==> config.mk <==
export PLATFORM = sky130hd
export DESIGN_NAME = cross_entropy_loss_grad
export DESIGN_NICKNAME = d
export VERILOG_FILES = /design/src/rtl/ceg_pkg.sv /design/src/rtl/ceg_front.sv /design/src/rtl/ceg_back.sv /design/src/rtl/cross_entropy_loss_grad.sv
export SDC_FILE = /design/constraint.sdc
export NUM_CORES = 2
export LEC_CHECK = 0
export BUFFER_PORTS_ARGS = -buffer_cell sky130_fd_sc_hd__buf_2
export CORE_UTILIZATION = 60
export DETAILED_ROUTE_END_ITERATION = 7
export GPL_TIMING_DRIVEN = 0
export PLACE_DENSITY_LB_ADDON = 0.25
export SLEW_MARGIN = 20
export SYNTH_ARGS = -nofsm -noshare
export SYNTH_HDL_FRONTEND = slang
export SYNTH_SLANG_ARGS = --single-unit
export TNS_END_PERCENT = 1
==> constraint.sdc <==
create_clock -name aclk -period 9.3 [get_ports aclk]
set_input_delay 0 -clock aclk [delete_from_list [all_inputs] [get_ports aclk]]
set_output_delay 0 -clock aclk [all_outputs]
set_load 0.005 [all_outputs]
==> src/rtl/ceg_pkg.sv <==
package ceg_pkg;

    localparam int FRAC_BITS = 16;
    localparam int LOG_FRAC  = 24;
    localparam int MANT_FRAC = 30;
    localparam int DIV_STEPS = 34;

    localparam logic [16:0] ONE_FX       = 17'h10000;
    localparam logic [31:0] LN2_Q32      = 32'd2977044472;
    localparam logic [19:0] LOSS_MAX     = 20'hFFFFF;
    localparam logic [33:0] GRAD_MAG_MAX = 34'h080000000;
    localparam logic [29:0] TOTAL_MAX    = 30'h3FFFFFFF;

    typedef struct packed {
        logic [16:0] p;
        logic [16:0] d;
        logic        last;
        logic        zero;
        logic [4:0]  e;
        logic [30:0] m;
    } ceg_item_t;

endpackage

==> src/rtl/ceg_front.sv <==
module ceg_front (
    input  logic                aclk,
    input  logic                aresetn,
    input  logic                in_valid,
    output logic                in_ready,
    input  logic [16:0]         predicted,
    input  logic [16:0]         target,
    input  logic                last_element,
    output logic                q_valid,
    input  logic                q_pop,
    output ceg_pkg::ceg_item_t  q_item
);

    ceg_pkg::ceg_item_t item;
    ceg_pkg::ceg_item_t mem_reg [2];
    logic       wr_ptr_reg, rd_ptr_reg;
    logic [1:0] count_reg;
    logic       push;

    // clamp, zero check and normalize
    always_comb begin
        item.p    = (predicted > ceg_pkg::ONE_FX) ? ceg_pkg::ONE_FX : predicted;
        item.d    = (target > ceg_pkg::ONE_FX) ? ceg_pkg::ONE_FX : target;
        item.last = last_element;
        item.zero = (item.p == 17'd0);
        item.e    = 5'd0;
        for (int i = 0; i < 17; i++) begin
            if (item.p[i]) begin
                item.e = 5'(i);
            end
        end
        item.m = 31'(item.p) << (5'd30 - item.e);
    end

    assign in_ready = (count_reg != 2'd2);
    assign push     = in_valid && in_ready;
    assign q_valid  = (count_reg != 2'd0);
    assign q_item   = mem_reg[rd_ptr_reg];

    always_ff @(posedge aclk) begin
        if (push) begin
            mem_reg[wr_ptr_reg] <= item;
        end
    end

    always_ff @(posedge aclk) begin
        if (!aresetn) begin
            wr_ptr_reg <= 1'b0;
            rd_ptr_reg <= 1'b0;
            count_reg  <= 2'd0;
        end else begin
            if (push) begin
                wr_ptr_reg <= ~wr_ptr_reg;
            end
            if (q_pop) begin
                rd_ptr_reg <= ~rd_ptr_reg;
            end
            count_reg <= count_reg + 2'(push) - 2'(q_pop);
        end
    end

endmodule

==> src/rtl/ceg_back.sv <==
module ceg_back (
    input  logic                aclk,
    input  logic                aresetn,
    input  logic                q_valid,
    output logic                q_pop,
    input  ceg_pkg::ceg_item_t  q_item,
    output logic                out_valid,
    input  logic                out_ready,
    output logic [19:0]         element_loss,
    output logic [31:0]         element_gradient,
    output logic [29:0]         loss_total,
    output logic                is_last,
    output logic                domain_error
);

    typedef enum logic [2:0] {S_IDLE, S_ITER, S_MUL1, S_MUL2, S_DONE} state_t;

    state_t      state_reg;
    logic [5:0]  cnt_reg;
    logic [30:0] m_reg;
    logic [23:0] f_reg;
    logic [4:0]  e_reg;
    logic [16:0] p_reg, d_reg;
    logic        last_reg, zero_reg;
    logic [33:0] n_reg, q_reg;
    logic [16:0] rem_reg;
    logic [28:0] t_reg;
    logic [19:0] loss_reg;
    logic [29:0] acc_reg;
    logic        out_valid_reg;

    logic [61:0] sq;
    logic [31:0] m2;
    logic [17:0] rem_sh;
    logic        ge;
    logic [28:0] l_val;
    logic [60:0] tprod;
    logic [45:0] lprod;
    logic [21:0] loss_full;
    logic [33:0] mag;
    logic [30:0] tot_sum;
    logic [29:0] tot;
    logic        load_out;

    assign sq     = 62'(m_reg) * 62'(m_reg);
    assign m2     = sq[61:30];
    assign rem_sh = {rem_reg, n_reg[33]};
    assign ge     = (rem_sh >= {1'b0, p_reg});
    assign l_val  = {5'd16 - e_reg, 24'd0} - 29'(f_reg);
    assign tprod  = 61'(l_val) * 61'(ceg_pkg::LN2_Q32);
    assign lprod  = 46'(d_reg) * 46'(t_reg);
    assign loss_full = 22'((lprod + 46'h800000) >> 24);
    assign mag    = (q_reg > ceg_pkg::GRAD_MAG_MAX) ? ceg_pkg::GRAD_MAG_MAX : q_reg;
    assign tot_sum = 31'(acc_reg) + 31'(loss_reg);
    assign tot    = tot_sum[30] ? ceg_pkg::TOTAL_MAX : tot_sum[29:0];

    assign q_pop     = (state_reg == S_IDLE) && q_valid;
    assign out_valid = out_valid_reg;
    assign load_out  = (state_reg == S_DONE) && (!out_valid_reg || out_ready);

    always_ff @(posedge aclk) begin
        if (!aresetn) begin
            state_reg     <= S_IDLE;
            out_valid_reg <= 1'b0;
            acc_reg       <= 30'd0;
            cnt_reg       <= 6'd0;
        end else begin
            if (load_out) begin
                out_valid_reg <= 1'b1;
            end else if (out_ready) begin
                out_valid_reg <= 1'b0;
            end
            case (state_reg)
                S_IDLE: begin
                    if (q_valid) begin
                        p_reg    <= q_item.p;
                        d_reg    <= q_item.d;
                        last_reg <= q_item.last;
                        zero_reg <= q_item.zero;
                        e_reg    <= q_item.e;
                        m_reg    <= q_item.m;
                        f_reg    <= 24'd0;
                        rem_reg  <= 17'd0;
                        n_reg    <= (34'(q_item.d) << ceg_pkg::FRAC_BITS)
                                    + 34'(q_item.p[16:1]);
                        cnt_reg  <= 6'd0;
                        if (q_item.zero) begin
                            loss_reg <= ceg_pkg::LOSS_MAX;
                            q_reg    <= ceg_pkg::GRAD_MAG_MAX;
                            state_reg <= S_DONE;
                        end else begin
                            q_reg    <= 34'd0;
                            state_reg <= S_ITER;
                        end
                    end
                end
                S_ITER: begin
                    if (cnt_reg < 6'(ceg_pkg::LOG_FRAC)) begin
                        f_reg <= {f_reg[22:0], m2[31]};
                        m_reg <= m2[31] ? m2[31:1] : m2[30:0];
                    end
                    rem_reg <= ge ? 17'(rem_sh - {1'b0, p_reg}) : rem_sh[16:0];
                    q_reg   <= {q_reg[32:0], ge};
                    n_reg   <= {n_reg[32:0], 1'b0};
                    cnt_reg <= cnt_reg + 6'd1;
                    if (cnt_reg == 6'(ceg_pkg::DIV_STEPS - 1)) begin
                        state_reg <= S_MUL1;
                    end
                end
                S_MUL1: begin
                    t_reg     <= tprod[60:32];
                    state_reg <= S_MUL2;
                end
                S_MUL2: begin
                    loss_reg  <= (loss_full > 22'(ceg_pkg::LOSS_MAX)) ?
                                 ceg_pkg::LOSS_MAX : loss_full[19:0];
                    state_reg <= S_DONE;
                end
                S_DONE: begin
                    if (load_out) begin
                        element_loss     <= loss_reg;
                        element_gradient <= 32'(34'd0 - mag);
                        loss_total       <= tot;
                        is_last          <= last_reg;
                        domain_error     <= zero_reg;
                        acc_reg          <= last_reg ? 30'd0 : tot;
                        state_reg        <= S_IDLE;
                    end
                end
                default: begin
                    state_reg <= S_IDLE;
                end
            endcase
        end
    end

endmodule

==> src/rtl/cross_entropy_loss_grad.sv <==
// channel | direction | fields
// s_      | in        | predicted, target, last_element
// m_      | out       | element_loss, element_gradient, loss_total, is_last, domain_error
//
// the back end loads an element, runs 34 divide steps (the first LOG_FRAC of them also do the log),
// then the multiply states S_MUL1 and S_MUL2 and write-out; a zero probability goes straight to write-out
// a two-word queue lets the front keep accepting while the back end works
// aresetn is synchronous; it empties the queue and clears the running sum
// the output register holds its word until m_ready; the back end waits there
module cross_entropy_loss_grad (
    input  logic               aclk,
    input  logic               aresetn,
    input  logic               s_valid,
    output logic               s_ready,
    input  logic [16:0]        s_predicted,
    input  logic [16:0]        s_target,
    input  logic               s_last_element,
    output logic               m_valid,
    input  logic               m_ready,
    output logic [19:0]        m_element_loss,
    output logic signed [31:0] m_element_gradient,
    output logic [29:0]        m_loss_total,
    output logic               m_is_last,
    output logic               m_domain_error
);

    logic               q_valid, q_pop;
    ceg_pkg::ceg_item_t q_item;

    ceg_front u_front (
        .aclk         (aclk),
        .aresetn      (aresetn),
        .in_valid     (s_valid),
        .in_ready     (s_ready),
        .predicted    (s_predicted),
        .target       (s_target),
        .last_element (s_last_element),
        .q_valid      (q_valid),
        .q_pop        (q_pop),
        .q_item       (q_item)
    );

    ceg_back u_back (
        .aclk             (aclk),
        .aresetn          (aresetn),
        .q_valid          (q_valid),
        .q_pop            (q_pop),
        .q_item           (q_item),
        .out_valid        (m_valid),
        .out_ready        (m_ready),
        .element_loss     (m_element_loss),
        .element_gradient (m_element_gradient),
        .loss_total       (m_loss_total),
        .is_last          (m_is_last),
        .domain_error     (m_domain_error)
    );

endmodule

==> impl_metrics.tcl <==
set metrics [dict create \
    syn-cell-area_um2 78100 \
    grt_max_degree 62 \
    hold_ws_ns 0.110 \
    path_max_fanout 5 \
    vias 56400 \
    synth_cell_types 82 \
    cts_tree "built" \
    drtAntennaViolNets 0 \
    r2r_start "u_back.f_reg[15]" \
    cpLargestDelayFamily "adder cells" \
    async_flop_share_pct 0 \
    crit_end "u_back.t_reg[28]" \
    layout-drive-gt1-share_pct 6.60 \
    critPathBufInv 3 \
    ioPinCount 125 \
    status "finished, violations left" \
    violations "negative setup slack" \
    skew_ns 0.0443 \
    synth_compound_area_share_pct 6.23 \
    area_growth_pct 8.72 \
    drc 0 \
    die-area_um2 132000 \
    place_inst 9606 \
    crit_type "flop to flop" \
    grt_overflow_total 0 \
    clock_path_buffers 3 \
    yosys_warnings 0 \
    drtIter0Drc 5161 \
    core_area_um2 129000 \
    ys_seq_elements 500 \
    gp_congestion 1.02 \
    dieHeight_um 363 \
    drv_slew 0 \
    worst_path_max_delay_cell "fa_2" \
    yosysMostFrequentCell "inv_1" \
    hp-class "primary input to flop" \
    rsz0062_at_grt "yes" \
    numCtsBuffers 50 \
    maxCapViolCount 0 \
    antenna_found_initial 7 \
    startpoint_type "flop" \
    grt_pass1_wl_um 342000 \
    fp.dieW_um 363 \
    muxShareOfSynthArea_pct 1.36 \
    netlist_top_cells_count "inv_1, fa_1, ha_1" \
    min_from "s_predicted[10]" \
    endpoint_kind "flop" \
    hold_violations 0 \
    htreeDepth 2 \
    nNetsFinal 10300 \
    yosys.area.top_type "fa_1" \
    synth_top_cell_area_share_pct 37.4 \
    synth_xor_area_share_pct 2.31 \
    start_util_pct 60.4 \
    worst-path-stages 30 \
    crit_top_cell "fa_1" \
    finalCritPeriodShare_pct 107 \
    synthFlopType "edfxtp_1" \
    avgSynthCellArea_um2 10.1 \
    finalWorstSetupSlack_ns -0.683 \
    grt_pass1_vias 59200 \
    setup-tns-final_ns -21.29 \
    slew-limit-headroom_pct 23.6 \
    dr.pass1.iters 8 \
    arrival_ns 10.36 \
    cp-startpoint "u_back.f_reg[15]" \
    path_clk_slew_ns 0.06 \
    stdcell_count 9813 \
    synth_cells 7713 \
    yosys-top-cells-area "fa_1, edfxtp_1, ha_1" \
    ys_seq_area_share_pct 18.6 \
    setup_viol 49 \
    grt_usage_pct 34.5 \
    finalCriticalPeriod_ns 9.98 \
    synth_top_family_by_area "adder cells" \
    clkSinkCount 500 \
    synth_fa_ha_area_share_pct 49.9 \
    worst_pin_slew_ns 1.14 \
    dp_hpwl_um 181000 \
    wl_per_cell_um 22.5 \
    drt-total-wl_um 221000 \
    viasPerCell 5.75 \
    portBuffers 124 \
    worst-r2r-setup-slack_ns -0.68 \
    root_buffer "clkbuf_16" \
    rows 132 \
    dp_slack_ns -2.22 \
    largest_reg_flops 142 \
    synth-edff-count 455 \
    clk_latency_ns 0.63 \
    slowest_delay_ns 0.61 \
    r2r-end "u_back.t_reg[28]" \
    max_freq_mhz 100 \
    cp.required_ns 9.67 \
    yosys.area_share.simple_pct 11.7 \
    reg2regPathDepth 30 \
]
==> metal layers <==
layer  vias to the layer above  GRT usage, %  wire, um
li1                      24600             -         -
met1                     28500          49.3     90700
met2                      2787          52.0     96700
met3                       489          8.58     25500
met4                         6          10.3      7810
met5                         -         0.185        48
==> worst min path at each step <==
stage	end	slack, ns	depth (start not counted)
2_1_floorplan	u_front.mem_reg[0][37]	0.1	0
3_3_place_gp	u_front.mem_reg[0][37]	0.32	1
3_5_place_dp	u_front.mem_reg[0][37]	0.31	1
4_1_cts	u_front.mem_reg[1][34]	0.07	3
5_1_grt	u_front.mem_reg[0][34]	0.12	3
6_report	u_front.mem_reg[1][34]	0.11	3
==> cell type report <==
cell class                      instances  area [um2]
Timing Repair Buffer                  253        1920
Tap cell                             1742        2180
Inverter                             1769        6650
Sequential cell                       500       14600
Clock inverter                         28         397
Multi-Input combinational cell       5176       56600
Clock buffer                           66        1420
Buffer                                267        1120
Antenna cell                           12        30.0
Fill cell                           10200       44400
==> worst min-delay path: cells and delay by family <==
family / cells / cell delay (ns)
and+or+nand+nor: 1 / 0.32
buffers and inverters: 1 / 0.14
AOI/OAI and AO/OA: 1 / 0.11
==> through the flow <==
stage               area [um2]  util [%]
finish                   84900      65.7
global route             84900      65.7
CTS                      84700      65.5
detailed placement       81600      63.1
global placement         81100      62.7
floorplan                78300         -
==> cells in the final DEF, fill, tap and decap left out, drive strengths merged, types with 42 or more instances in the layout <==
cell type / Yosys / final
inv: 1768 / 1770
fa: 1459 / 1459
ha: 780 / 780
nand2: 706 / 706
and2: 488 / 488
edfxtp: 455 / 455
nor2: 330 / 330
clkbuf: 257 / 311
buf: 18 / 235
a21oi: 227 / 227
xnor2: 113 / 113
o21ai: 113 / 113
a21o: 102 / 102
xor2: 93 / 93
nor2b: 80 / 80
nand3: 54 / 54
mux2: 51 / 51
mux2i: 49 / 49
a211oi: 46 / 46
dfxtp: 45 / 45
nor3: 42 / 42
==> cell families after synthesis <==
group,count (synthesis)
adders and majority gates,2239
buffers and inverters,2044
and+or+nand+nor,1881
AOI/OAI and AO/OA,742
DFF,500
xor gates and xnor gates,206
muxes,100
other,1
==> repair_timing <==
action | in CTS | in global routing
pin swaps | 33 | 8
hold endpoints to repair | 76 | 0
hold buffers | 39 | 0
buffers inserted | 64 | 6
gates resized for setup | 112 | 38
endpoints found under the setup margin | 81 | 79
Power is left out: the tool's default activity adds up to more than one toggle a clock period on the data nets, which glitch-free logic cannot reach.
